File: src/hw/rtl/nibcpu_pkg.sv
// ----------------------------------------------------------------------------
// nibcpu_pkg
// Shared types and constants for the nibble CPU instruction executor.
// ----------------------------------------------------------------------------
package nibcpu_pkg;

   localparam int STACK_DEPTH = 3;
   localparam int CALL_SCALE  = 8;

   localparam int REG_COUNT   = 16;
   localparam int REG_AW      = 4;
   localparam int DATA_W      = 8;
   localparam int PC_W        = 16;
   localparam int LEVEL_W     = $clog2(STACK_DEPTH + 1);
   localparam int STACK_IW    = (STACK_DEPTH > 1) ? $clog2(STACK_DEPTH) : 1;
   localparam int RSP_W       = 40;

   localparam logic [7:0] OP_NOP     = 8'h00;
   localparam logic [7:0] OP_HLT     = 8'hFF;
   localparam logic [7:0] OP_WRR     = 8'hE8;
   localparam logic [3:0] GRP_INC    = 4'h2;
   localparam logic [3:0] GRP_LDM    = 4'hF;
   localparam logic [3:0] GRP_BBL    = 4'hE;
   localparam logic [3:0] GRP_LD     = 4'h9;
   localparam logic [3:0] GRP_CALL   = 4'h4;
   localparam logic [3:0] INC_MASK   = 4'hF;

   localparam logic [1:0] ERR_NONE      = 2'd0;
   localparam logic [1:0] ERR_UNDERFLOW = 2'd1;
   localparam logic [1:0] ERR_OVERFLOW  = 2'd2;
   localparam logic [1:0] ERR_BAD_OP    = 2'd3;

   typedef enum logic [3:0] {
      KIND_NOP,
      KIND_HLT,
      KIND_INC,
      KIND_LDM,
      KIND_WRR,
      KIND_BBL,
      KIND_LD,
      KIND_CALL,
      KIND_BAD,
      KIND_IMM
   } op_kind_type;

   typedef struct packed {
      op_kind_type kind;
      logic [3:0]  operand;
   } decode_type;

endpackage

File: src/hw/rtl/nibcpu_ram.sv
// ----------------------------------------------------------------------------
// nibcpu_ram
// Generic single-write, single-read RAM with a registered, read-first output.
// ----------------------------------------------------------------------------
module nibcpu_ram #(
   parameter int WIDTH = 8,
   parameter int DEPTH = 16
) (
   input  logic                     clock,
   input  logic                     wr_en,
   input  logic [$clog2(DEPTH)-1:0] wr_addr,
   input  logic [WIDTH-1:0]         wr_data,
   input  logic                     rd_en,
   input  logic [$clog2(DEPTH)-1:0] rd_addr,
   output logic [WIDTH-1:0]         rd_data
);

   logic [WIDTH-1:0] mem_ff [DEPTH];
   logic [WIDTH-1:0] rd_data_ff;

   always_ff @(posedge clock) begin
      if (wr_en) begin
         mem_ff[wr_addr] <= wr_data;
      end
      if (rd_en) begin
         rd_data_ff <= mem_ff[rd_addr];
      end
   end

   assign rd_data = rd_data_ff;

endmodule

File: src/hw/rtl/nibcpu_decode.sv
// ----------------------------------------------------------------------------
// nibcpu_decode
// Instruction decoder: classifies one fetched byte in priority order.
// ----------------------------------------------------------------------------
module nibcpu_decode (
   input  logic [7:0]              instr,
   input  logic                    imm_pending,
   output nibcpu_pkg::decode_type  dec
);
   import nibcpu_pkg::*;

   logic [3:0] hi;

   assign hi = instr[7:4];

   always_comb begin
      dec.operand = instr[3:0];
      if (imm_pending) begin
         dec.kind = KIND_IMM;
      end else if (instr == OP_NOP) begin
         dec.kind = KIND_NOP;
      end else if (instr == OP_HLT) begin
         dec.kind = KIND_HLT;
      end else if (hi == GRP_INC) begin
         dec.kind = KIND_INC;
      end else if (hi == GRP_LDM) begin
         dec.kind = KIND_LDM;
      end else if (instr == OP_WRR) begin
         // WRR shares its group with BBL and must win over it.
         dec.kind = KIND_WRR;
      end else if (hi == GRP_BBL) begin
         dec.kind = KIND_BBL;
      end else if (hi == GRP_LD) begin
         dec.kind = KIND_LD;
      end else if (hi == GRP_CALL) begin
         dec.kind = KIND_CALL;
      end else begin
         dec.kind = KIND_BAD;
      end
   end

endmodule

File: src/hw/rtl/nibble_cpu_instruction_executor_core.sv
// ----------------------------------------------------------------------------
// nibble_cpu_instruction_executor_core
// Executes one fetched byte per word of a small 4004-style instruction set.
// ----------------------------------------------------------------------------
//
//   Channel | Direction | Ports                          | Contents
//   --------+-----------+--------------------------------+------------------------
//   req     | in        | req_tvalid, req_tready, tdata  | fetched byte
//   rsp     | out       | rsp_tvalid, rsp_tready, tdata  | pc, acc, port, status
//
// One word is accepted per cycle when the result side keeps up. Each word
// passes stage one and then the output register; the register file RAM is
// read in the acceptance cycle and the execute stage uses the read data in
// the next one. The register file write of one word and the read of the
// following word overlap in the same cycle; a one-entry forwarding register
// supplies the fresh value in that case. Reset is synchronous and active high;
// it clears the control state and marks all sixteen registers as zero through
// per-entry written bits, so no clearing pass is needed. A stalled result
// holds the execute stage, which in turn holds the input ready low.
//
module nibble_cpu_instruction_executor_core (
   input  logic        clock,
   input  logic        reset,
   input  logic        req_tvalid,
   output logic        req_tready,
   input  logic [7:0]  req_tdata,   // [7:0] instr_byte
   output logic        rsp_tvalid,
   input  logic        rsp_tready,
   // [15:0] next_pc, [23:16] acc_value, [24] out_strobe, [32:25] out_value,
   // [33] halted, [35:34] error_code, [36] want_immediate, [39:37] zero
   output logic [39:0] rsp_tdata
);
   import nibcpu_pkg::*;

   // Handshake and pipeline control.
   logic accept;
   logic s1_fire;
   logic s1_valid_ff;
   logic [7:0] s1_byte_ff;

   // Register file access and forwarding.
   logic                wr_en;
   logic [REG_AW-1:0]   wr_addr;
   logic [DATA_W-1:0]   wr_data;
   logic [DATA_W-1:0]   ram_rdata;
   logic [REG_COUNT-1:0] written_ff;
   logic                rd_written_ff;
   logic                fwd_hit_ff;
   logic [DATA_W-1:0]   fwd_data_ff;
   logic [DATA_W-1:0]   reg_value;

   // Architectural state.
   logic [PC_W-1:0]     pc_ff,       pc_in;
   logic [DATA_W-1:0]   acc_ff,      acc_in;
   logic [PC_W-1:0]     stack_ff [STACK_DEPTH];
   logic [LEVEL_W-1:0]  level_ff,    level_in;
   logic                pend_ff,     pend_in;
   logic [REG_AW-1:0]   pend_idx_ff, pend_idx_in;
   logic                stopped_ff,  stopped_in;
   logic [1:0]          fault_ff,    fault_in;
   logic                push;
   logic                strobe;

   logic [PC_W-1:0]     pc_inc;
   logic [LEVEL_W-1:0]  level_dec;
   logic [PC_W-1:0]     call_target;

   // Output register.
   logic                rsp_valid_ff;
   logic [RSP_W-1:0]    rsp_data_ff, rsp_data_in;

   decode_type dec;

   assign s1_fire    = s1_valid_ff && (!rsp_valid_ff || rsp_tready);
   assign req_tready = !s1_valid_ff || s1_fire;
   assign accept     = req_tvalid && req_tready;

   nibcpu_decode u_decode (
      .instr       (s1_byte_ff),
      .imm_pending (pend_ff),
      .dec         (dec)
   );

   // The read address is the low nibble of the incoming byte; the execute
   // stage ignores the data when the byte turns out not to need it.
   nibcpu_ram #(
      .WIDTH (DATA_W),
      .DEPTH (REG_COUNT)
   ) u_reg_ram (
      .clock   (clock),
      .wr_en   (wr_en),
      .wr_addr (wr_addr),
      .wr_data (wr_data),
      .rd_en   (accept),
      .rd_addr (req_tdata[REG_AW-1:0]),
      .rd_data (ram_rdata)
   );

   // A register that was never written reads as zero; a write in the same
   // cycle as the read is forwarded.
   always_comb begin
      if (fwd_hit_ff) begin
         reg_value = fwd_data_ff;
      end else if (rd_written_ff) begin
         reg_value = ram_rdata;
      end else begin
         reg_value = '0;
      end
   end

   assign pc_inc      = pc_ff + PC_W'(1);
   assign level_dec   = level_ff - LEVEL_W'(1);
   assign call_target = PC_W'(32'(dec.operand) * 32'(CALL_SCALE));

   // Execute stage: next state of the machine for the word in stage one.
   always_comb begin
      pc_in       = pc_ff;
      acc_in      = acc_ff;
      level_in    = level_ff;
      pend_in     = pend_ff;
      pend_idx_in = pend_idx_ff;
      stopped_in  = stopped_ff;
      fault_in    = fault_ff;
      push        = 1'b0;
      strobe      = 1'b0;
      wr_en       = 1'b0;
      wr_addr     = dec.operand;
      wr_data     = reg_value;

      if (!stopped_ff) begin
         pc_in = pc_inc;
         case (dec.kind)
            KIND_IMM: begin
               wr_en   = s1_fire;
               wr_addr = pend_idx_ff;
               wr_data = s1_byte_ff;
               pend_in = 1'b0;
            end
            KIND_NOP: begin
            end
            KIND_HLT: begin
               stopped_in = 1'b1;
            end
            KIND_INC: begin
               wr_en   = s1_fire;
               wr_data = {{(DATA_W - 4){1'b0}}, reg_value[3:0] + 4'd1} &
                         {{(DATA_W - 4){1'b0}}, INC_MASK};
            end
            KIND_LDM: begin
               pend_in     = 1'b1;
               pend_idx_in = dec.operand;
            end
            KIND_WRR: begin
               strobe = 1'b1;
            end
            KIND_BBL: begin
               if (level_ff == '0 || level_ff > LEVEL_W'(STACK_DEPTH)) begin
                  stopped_in = 1'b1;
                  fault_in   = ERR_UNDERFLOW;
               end else begin
                  level_in = level_dec;
                  pc_in    = stack_ff[level_dec[STACK_IW-1:0]];
                  acc_in   = {{(DATA_W - 4){1'b0}}, dec.operand};
               end
            end
            KIND_LD: begin
               acc_in = reg_value;
            end
            KIND_CALL: begin
               if (level_ff >= LEVEL_W'(STACK_DEPTH)) begin
                  stopped_in = 1'b1;
                  fault_in   = ERR_OVERFLOW;
               end else begin
                  push     = 1'b1;
                  level_in = level_ff + LEVEL_W'(1);
                  pc_in    = call_target;
               end
            end
            default: begin
               stopped_in = 1'b1;
               fault_in   = ERR_BAD_OP;
            end
         endcase
      end
   end

   always_comb begin
      rsp_data_in          = '0;
      rsp_data_in[15:0]    = pc_in;
      rsp_data_in[23:16]   = acc_in;
      rsp_data_in[24]      = strobe;
      rsp_data_in[32:25]   = strobe ? acc_in : '0;
      rsp_data_in[33]      = stopped_in;
      rsp_data_in[35:34]   = fault_in;
      rsp_data_in[36]      = pend_in;
   end

   // Control and architectural state.
   always_ff @(posedge clock) begin
      if (reset) begin
         s1_valid_ff  <= 1'b0;
         rsp_valid_ff <= 1'b0;
         written_ff   <= '0;
         pc_ff        <= '0;
         acc_ff       <= '0;
         level_ff     <= '0;
         pend_ff      <= 1'b0;
         pend_idx_ff  <= '0;
         stopped_ff   <= 1'b0;
         fault_ff     <= ERR_NONE;
      end else begin
         if (accept) begin
            s1_valid_ff <= 1'b1;
         end else if (s1_fire) begin
            s1_valid_ff <= 1'b0;
         end

         if (s1_fire) begin
            rsp_valid_ff <= 1'b1;
         end else if (rsp_tready) begin
            rsp_valid_ff <= 1'b0;
         end

         if (wr_en) begin
            written_ff[wr_addr] <= 1'b1;
         end

         if (s1_fire) begin
            pc_ff       <= pc_in;
            acc_ff      <= acc_in;
            level_ff    <= level_in;
            pend_ff     <= pend_in;
            pend_idx_ff <= pend_idx_in;
            stopped_ff  <= stopped_in;
            fault_ff    <= fault_in;
         end
      end
   end

   // Payload registers.
   always_ff @(posedge clock) begin
      if (accept) begin
         s1_byte_ff    <= req_tdata;
         rd_written_ff <= written_ff[req_tdata[REG_AW-1:0]];
         fwd_hit_ff    <= wr_en && (wr_addr == req_tdata[REG_AW-1:0]);
         fwd_data_ff   <= wr_data;
      end
      if (s1_fire) begin
         rsp_data_ff <= rsp_data_in;
      end
      if (s1_fire && push) begin
         stack_ff[level_ff[STACK_IW-1:0]] <= pc_inc;
      end
   end

   assign rsp_tvalid = rsp_valid_ff;
   assign rsp_tdata  = rsp_data_ff;

endmodule

File: config.mk
export PLATFORM = sky130hd
export DESIGN_NAME = nibble_cpu_instruction_executor_core
export DESIGN_NICKNAME = d
export VERILOG_FILES = /design/src/hw/rtl/nibcpu_pkg.sv /design/src/hw/rtl/nibcpu_ram.sv /design/src/hw/rtl/nibcpu_decode.sv /design/src/hw/rtl/nibble_cpu_instruction_executor_core.sv
export SDC_FILE = /design/constraint.sdc
export NUM_CORES = 1
export LEC_CHECK = 0
export BUFFER_PORTS_ARGS = -buffer_cell sky130_fd_sc_hd__buf_2
export CAP_MARGIN = 15
export CELL_PAD_IN_SITES_DETAIL_PLACEMENT = 1
export CELL_PAD_IN_SITES_GLOBAL_PLACEMENT = 1
export CORE_UTILIZATION = 56
export CTS_BUF_LIST = sky130_fd_sc_hd__clkbuf_4 sky130_fd_sc_hd__clkbuf_8 sky130_fd_sc_hd__clkbuf_16
export DETAILED_ROUTE_END_ITERATION = 12
export GPL_TIMING_DRIVEN = 0
export PLACE_DENSITY_LB_ADDON = 0.15
export SLEW_MARGIN = 10
export SYNTH_ARGS = -nofsm -noshare
export SYNTH_HDL_FRONTEND = slang
export SYNTH_HIERARCHICAL = 1
export SYNTH_SLANG_ARGS = --single-unit
File: constraint.sdc
create_clock -name clock -period 5.5 [get_ports clock]
set_input_delay 0.275 -clock clock [delete_from_list [all_inputs] [get_ports clock]]
set_output_delay 0.275 -clock clock [all_outputs]
set_load 0.03 [all_outputs]
==> results of run 1 <==
-- power by group --
part	internal, W	leakage, nW	switching (W)
Clock	0.00124	0.509	0.000845
Sequential	0.00246	2.67	0.0000279
Combinational	0.000121	1.83	0.000274
-- synth_stat cells (8+ instances only) --
master       n  area [um2]
a211oi_1    31         233
a21oi_1     34         170
a221oi_1     9        78.8
a22oi_1     22         165
and3_1      10        62.6
buf_2       12        60.1
buf_4        8        60.1
clkbuf_1    26        97.6
dfxtp_1     52        1040
edfxtp_1   239        7180
inv_1       33         124
mux2i_1     24         240
mux4_1      14         368
mux4_2      23         518
nand2_1     47         176
nand3_1     16        80.1
nor2_1      79         297
nor3_1      12        60.1
nor3b_1     11        82.6
o21ai_0     35         175
o2bb2ai_1   12         105
xnor2_1     14         123
xor2_1       8        70.1
-- layer usage --
| layer | GRT usage | vias to the layer above |
|---|---|---|
| li1 | - | 3590 |
| met1 | 0.342 | 4102 |
| met2 | 0.551 | 277 |
| met3 | 0.0355 | 94 |
| met4 | 0.135 | 0 |
| met5 | 0 | - |
-- final cells by class --
class                           count  area [um2]
Sequential cell                   291        8220
Fill cell                        2015        7550
Multi-Input combinational cell    502        3890
Clock inverter                     12         158
Buffer                             55         303
Inverter                           34         128
Tap cell                          280         350
Timing Repair Buffer               60         363
Clock buffer                       42         866
-- kinds of logic after synthesis --
group,Yosys count,share of synthesized area
DFF,291,0.659
other,1,0.000301
AOI/OAI and AO/OA,193,0.108
buffers and inverters,89,0.0344
muxes,64,0.0930
and+or+nand+nor,214,0.0842
xor gates and xnor gates,22,0.0154
adders and majority gates,6,0.00602
-- worst max-delay path, delay by kind of cell, from the launching register on --
kind                   cells  cell delay (ps)
AO/OA/AOI/OAI              2              500
buffers and inverters      2              680
flip-flops                 1              520
AND/OR/NAND/NOR            7             2670
-- worst paths after layout --
path / depth (start not counted) / to / startpoint
min reg2reg: 1 / written_ff[7]$_SDFFE_PP0P_ / written_ff[7]$_SDFFE_PP0P_
max: 11 / u_reg_ram/mem_ff[15][3]$_DFFE_PP_ / s1_byte_ff[4]$_DFFE_PP_
max reg2reg: 11 / u_reg_ram/mem_ff[15][3]$_DFFE_PP_ / s1_byte_ff[4]$_DFFE_PP_
min: 1 / s1_byte_ff[1]$_DFFE_PP_ / req_tdata[1]
-- stage by stage --
stage / util / hold slack [ps]
2_1_floorplan: - / 374
3_3_place_gp: 0.599 / 439
3_5_place_dp: 0.603 / 447
4_1_cts: 0.652 / 29.8
5_1_grt: 0.654 / 38.5
6_report: 0.654 / 36.4
-- flip-flops by register name, summed over array words and instances, names as in the netlist --
register / count
rsp_tvalid: 1
pend_ff: 1
u_reg_ram/rd_data: 8
fault_ff: 2
written_ff: 16
fwd_hit_ff: 1
s1_byte_ff: 8
stopped_ff: 1
stack_ff: 48
rsp_tdata: 37
acc_ff: 8
u_reg_ram/mem_ff: 128
pend_idx_ff: 4
rd_written_ff: 1
level_ff: 2
pc_ff: 16
s1_valid_ff: 1
fwd_data_ff: 8
==> run summary, run 1 <==
Leakage Power -> 5.01 nW
Starting density of the core -> 0.572
Die X -> 151 um
Placed insts -> 1215
Crit path cell chain -> or2_2 > o21ai_0 > a221o_1 > clkbuf_2 > nand3b_1 > nor2_1 > clkbuf_1 > nand2_1 > nand2_1 > nand2_1 > nor2_1
Die height -> 151 um
Die ar. -> 22900 um2
N_diodes -> 0
Power Total -> 0.00497 W
Post-Syn Instances -> 880
Worst skew pair latency -> 570 ps
Worst-margin pin slew -> 1270 ps
Pre-antenna DRT Iters -> 5
Post-CTS Resized -> 0
Vias in the first global route -> 8628
Synthesized area per cell -> 14.2 um2
Area growth, synth to finish -> 14.4%
Synth Warn # -> 6
Sequential fraction of the synthesis area -> 0.659
Status -> complete, no violations
Number of antenna-violating nets in the routed design -> 0
Post-route setup slack -> 760 ps
Setup bufs post-CTS -> 0
DP HPWL -> 22400 um
F_max -> 0.211 GHz
First-pass GRT wire length -> 49800 um
Clock root cell -> clkbuf_16
Htree depth -> 1
Hold/Removal Path Class -> in2reg
Commonest non-fill, non-tap cell in the layout -> edfxtp_1
Commonest non-fill, non-tap cells in the layout -> edfxtp_1 (239), nor2_1 (79), buf_2 (61)
Pwr dens -> 348 nW/um2
Post-synth EDFFs -> 239
Synth unique cells -> 73
Routed vias/inst -> 6.32
Async S/R FF share, synth -> 0
Clk sinks -> 291
Fraction of layout cells with a size suffix above 1 -> 0.185
Remaining global-route overflow -> 0
Gpl congestion -> 0.932
Maximum vdd drop -> 0.309 mV
Hold-fix buffer count after cts -> 6
Max-Cap Viols -> 0
Startpoint Class -> flop
Max clock buf depth -> 3
Num rows -> 54
Core Footprint -> 21800 um2
Yosys reg bits -> 291
Final nets -> 991
CTS tree -> built
Metal3 WL -> 1510 um
Placed Area -> 13200 um2
Design Area, Final -> 14300 um2
Unrepaired setup endpoints after global routing -> no
Critical Path AT -> 4920 ps
WL final -> 32900 um
Final setup vio count -> 0
Synthesized area -> 12500 um2
Detailed Route Iter0 Violations -> 564
WS Path Type -> reg2reg
CP max stage delay -> 710 ps
Drc violations -> 0
Final min period -> 4740 ps
Gr usage total -> 0.298
Setup WS pre-CTS -> 1040 ps
Setup TNS -> 0 ps
Crit end category -> flop
Pin count of the biggest net entering global routing -> 28
I/O pin count -> 54
FF-to-FF setup slack -> 760 ps
CP max-delay cell -> nor2_1
Met2 wire len -> 17800 um
Ys flop type -> edfxtp_1
Clock transition at path regs -> 70 ps
Crit-path most repeated cell -> nand2_1
Initial antenna violation count -> 0
Worst EP required -> 5690 ps
TritonCTS Buffers -> 29
Fin. Hold Viols -> 0
Clock skew -> 16.5 ps
DR vias -> 8063
Non-Filler Instances -> 1276
Final cycle utilization of the critical path -> 0.862
CP max FO -> 10
Routed len/inst -> 25.8 um
Max-slew violation count -> 0
PortBufs -> 49
Metal-1 WL -> 12300 um
Uppermost routed layer -> met4
Max-slew headroom -> 0.148
(Power assumes the default switching activity.)
==> run 2: changes to the inputs <==
Settings changed: CORE_UTILIZATION 56 to 50.
==> run 2 against run 1 <==
Register-to-register slack improved by 150 ps. Via count decreased by 0.91%. Clock power increased by 6%. Combinational power decreased by 1%.
==> run summary, run 2 (synthesis gave the netlist of run 1 again) <==
Max-Cap Viols -> 0
Reg area -> 8220 um2
Max reg flops -> 128
Pin count of the biggest net entering global routing -> 28
Final min period -> 4590 ps
Layout Utilization -> 0.590
Starting density of the core -> 0.512
WS Path Type -> reg2reg
Die ar. -> 25600 um2
Clock skew -> 9.25 ps
Routed vias/inst -> 6.03
Max-slew violation count -> 0
Delay-heaviest family, CP -> simple AND/OR/NAND/NOR gates
DP HPWL -> 21600 um
Multi-input gate area -> 3880 um2
N_diodes -> 0
PortBufs -> 49
Routed len/inst -> 24.4 um
Post-CTS Resized -> 0
Worst-margin pin slew -> 1040 ps
Fin. Hold Viols -> 0
Max clock buf depth -> 3
Initial antenna violation count -> 0
Hold/Removal Path Class -> in2reg
Leakage Power -> 5.05 nW
Worst EP required -> 5660 ps
Unrepaired setup endpoints after global routing -> no
Num rows -> 57
WL final -> 32300 um
Maximum vdd drop -> 0.292 mV
Detailed Route Iter0 Violations -> 692
Fraction of layout cells with a size suffix above 1 -> 0.184
Final nets -> 994
TritonCTS Buffers -> 31
Remaining global-route overflow -> 0
Setup bufs post-CTS -> 0
Power Total -> 0.00508 W
Pwr dens -> 354 nW/um2
CTS tree -> built
Buf/Inv on CP -> 2
CP max-delay cell -> nor2_1
Crit end category -> flop
Placed insts -> 1261
Drc violations -> 0
Final setup vio count -> 0
Core Footprint -> 24400 um2
First-pass GRT wire length -> 49500 um
Vias in the first global route -> 8192
Max-slew headroom -> 0.307
DR vias -> 7990
Fillers -> 2388
Die height -> 160 um
Crit path cell chain -> or2_2 > o21ai_0 > a221o_1 > clkbuf_2 > nand3b_1 > nor2_1 > clkbuf_1 > nand2_1 > nand2_1 > nand2b_1 > nor2_1
Clk sinks -> 291
Area growth, synth to finish -> 15.2%
Status -> complete, no violations
Htree depth -> 1
Worst skew pair latency -> 550 ps
Clock root cell -> clkbuf_16
I/O pin count -> 54
Non-Filler Instances -> 1324
Final cycle utilization of the critical path -> 0.834
CP max stage delay -> 780 ps
Clock transition at path regs -> 60 ps
Critical Path AT -> 4750 ps
Commonest non-fill, non-tap cells in the layout -> edfxtp_1 (239), nor2_1 (79), buf_2 (61)
Startpoint Class -> flop
Setup TNS -> 0 ps
Largest Register -> u_reg_ram/mem_ff
Pre-antenna DRT Iters -> 5
Gpl congestion -> 0.815
Gr usage total -> 0.257
Hold-fix buffer count after cts -> 6
Commonest non-fill, non-tap cell in the layout -> edfxtp_1
F_max -> 0.218 GHz
WHS -> 85.8 ps
CP max FO -> 10
Number of antenna-violating nets in the routed design -> 0
Die X -> 160 um
-- run 2: through the flow --
step                instance area, um2  setup slack [ps]
finish                           14400               912
global route                     14400               595
CTS                              14400               934
detailed placement               13200               950
global placement                 13100               990
floorplan                        12500              1910
-- run 2: cell type report --
type	count	share of cell area
plain buffers	55	0.0211
clock buffers	34	0.0555
clock inverters	23	0.0197
inverters	34	0.00887
multi-input cells	502	0.270
flip-flops and latches	291	0.571
well taps	324	0.0282
repair buffers	61	0.0255
-- run 2: layer usage --
layer | GRT usage | vias to the layer above | routed length (um)
met4 | 0.0589 | 0 | 680
met5 | 0 | - | 0
met1 | 0.374 | 4126 | 14900
met2 | 0.405 | 209 | 15000
li1 | - | 3605 | -
met3 | 0.0436 | 50 | 1750
-- run 2: worst register-to-register path, stage by stage, from the launching register on --
cell and delay [ps]:
edfxtp_1 530, or2_2 360, o21ai_0 160, a221o_1 180, clkbuf_2 210, nand3b_1 220
nor2_1 630, clkbuf_1 540, nand2_1 120, nand2_1 280, nand2b_1 170, nor2_1 780
-- run 2: final timing paths --
check | startpoint | endpoint | slack (ps) | depth (start not counted)
hold / removal | req_tdata[3] | s1_byte_ff[3]$_DFFE_PP_ | 90 | 1
setup / recovery | s1_byte_ff[4]$_DFFE_PP_ | u_reg_ram/mem_ff[2][5]$_DFFE_PP_ | 910 | 11
setup reg to reg | s1_byte_ff[4]$_DFFE_PP_ | u_reg_ram/mem_ff[2][5]$_DFFE_PP_ | 910 | 11
hold reg to reg | written_ff[5]$_SDFFE_PP0P_ | written_ff[5]$_SDFFE_PP0P_ | 460 | 1
-- run 2: power breakdown --
part / switching [W] / total [W] / internal [W] / leakage [nW]
Combinational: 0.000269 / 0.000391 / 0.000122 / 1.83
Sequential: 0.0000269 / 0.00248 / 0.00246 / 2.67
Clock: 0.000845 / 0.00221 / 0.00137 / 0.543
Total: 0.00114 / 0.00508 / 0.00394 / 5.05
==> run 3: changes to the inputs <==
Clock period 5.5 ns to 4.7 ns, I/O delays scaled along.
==> run 3 against run 2 <==
Utilization increased by 0.082 points. Combinational power rose by 18%. Power is 17% higher. Fmax grew 8.0%. Hold slack lost 39 ps. Count of clock-buffer cells in the layout stayed put. Sequential cell count is the same. Sequential power grew 17%. Via count increased by 0.56%. Clock skew hardly changed. Worst setup slack got worse by 460 ps. Critical path type unchanged. Largest power group unchanged. Highest routed layer unchanged.
==> run summary, run 3 (synthesis gave the netlist of run 1 again) <==
TritonCTS Buffers -> 31
Leakage Power -> 5.05 nW
Crit end category -> flop
Crit path cell chain -> or2_2 > o21ai_0 > a221o_1 > clkbuf_2 > nand3b_1 > nor2_2 > clkbuf_1 > nand2_1 > nand2_1 > nand2b_1 > nor2_1
Critical Path AT -> 4430 ps
Buf/Inv on CP -> 2
Remaining global-route overflow -> 0
Max-Cap Viols -> 0
Final cycle utilization of the critical path -> 0.904
Maximum vdd drop -> 0.341 mV
Commonest non-fill, non-tap cell in the layout -> edfxtp_1
Hold/Removal Path Class -> in2reg
Detailed Route Iter0 Violations -> 695
Largest Register -> u_reg_ram/mem_ff
F_max -> 0.235 GHz
Worst-margin pin slew -> 1050 ps
Routed len/inst -> 24.4 um
Clock skew -> 9.69 ps
WHS -> 46.9 ps
Initial antenna violation count -> 0
Area growth, synth to finish -> 15.4%
Placed insts -> 1261
Drc violations -> 0
Final nets -> 994
Pwr dens -> 413 nW/um2
DP HPWL -> 21600 um
Worst EP required -> 4880 ps
Gr usage total -> 0.257
Max reg flops -> 128
Non-Filler Instances -> 1324
Power Total -> 0.00595 W
Max-slew violation count -> 0
CP max FO -> 10
Die X -> 160 um
Clk sinks -> 291
WL final -> 32300 um
Starting density of the core -> 0.512
Gpl congestion -> 0.815
I/O pin count -> 54
Setup TNS -> 0 ps
CP max stage delay -> 590 ps
Startpoint Class -> flop
Commonest non-fill, non-tap cells in the layout -> edfxtp_1 (239), nor2_1 (71), buf_2 (61)
Final setup vio count -> 0
N_diodes -> 0
Num rows -> 57
Crit-path most repeated cell -> nand2_1
Vias in the first global route -> 8192
Pre-antenna DRT Iters -> 5
CTS tree -> built
Htree depth -> 1
Delay-heaviest family, CP -> simple AND/OR/NAND/NOR gates
PortBufs -> 49
Status -> complete, no violations
Fin. Hold Viols -> 0
Number of antenna-violating nets in the routed design -> 0
DR vias -> 8035
CP max-delay cell -> nor2_1
Max clock buf depth -> 3
Pin count of the biggest net entering global routing -> 28
WS Path Type -> reg2reg
Setup bufs post-CTS -> 0
Clock transition at path regs -> 60 ps
Final min period -> 4250 ps
Die height -> 160 um
Fraction of layout cells with a size suffix above 1 -> 0.192
Core Footprint -> 24400 um2
Clock root cell -> clkbuf_16
Layout Utilization -> 0.590
Max-slew headroom -> 0.301
Worst skew pair latency -> 550 ps
Routed vias/inst -> 6.07
Unrepaired setup endpoints after global routing -> no
First-pass GRT wire length -> 49500 um
Die ar. -> 25600 um2
run 3: per-layer routing:
metal  part of all wire  up-vias  track usage
li1                   -     3603            -
met1               0.46     4170        0.374
met2               0.47      214        0.405
met3              0.056       48       0.0436
met4              0.021        0       0.0589
met5                  0        -            0
run 3: timing repair:
item | 4_1_cts | 5_1_grt
endpoints found under the hold margin | 6 | 0
endpoints found under the setup margin | 0 | 56
hold buffers | 6 | 0
resized for setup | 0 | 8
run 3: area by class of cell:
cell class / instances / area, um2
buffer: 55 / 303
tap: 324 / 405
multi-input combinational: 502 / 3900
inverter: 34 / 128
timing repair buffer: 61 / 367
clock buffer: 34 / 798
fill: 2386 / 9990
clock inverter: 23 / 283
sequential: 291 / 8220
run 3: final timing paths:
kind                               from                          endpoint  slack, ps  depth (start not counted)
max             s1_byte_ff[4]$_DFFE_PP_  u_reg_ram/mem_ff[6][4]$_DFFE_PP_        450                         11
min reg2reg  written_ff[5]$_SDFFE_PP0P_        written_ff[5]$_SDFFE_PP0P_        460                          1
min                        req_tdata[3]           s1_byte_ff[3]$_DFFE_PP_         50                          1
max reg2reg     s1_byte_ff[4]$_DFFE_PP_  u_reg_ram/mem_ff[6][4]$_DFFE_PP_        450                         11
run 3: report_power, final:
| part | internal, W | switching, W |
|---|---|---|
| Combinational | 0.000143 | 0.000317 |
| Clock | 0.00160 | 0.000987 |
| Sequential | 0.00287 | 0.0000318 |
run 3: stage by stage:
stage | setup slack [ps] | cell area, um2
final | 452 | 14400
after global routing | 177 | 14400
after detailed placement | 150 | 13200
after global placement | 190 | 13100
after floorplan | 1110 | 12500
after CTS | 134 | 14400
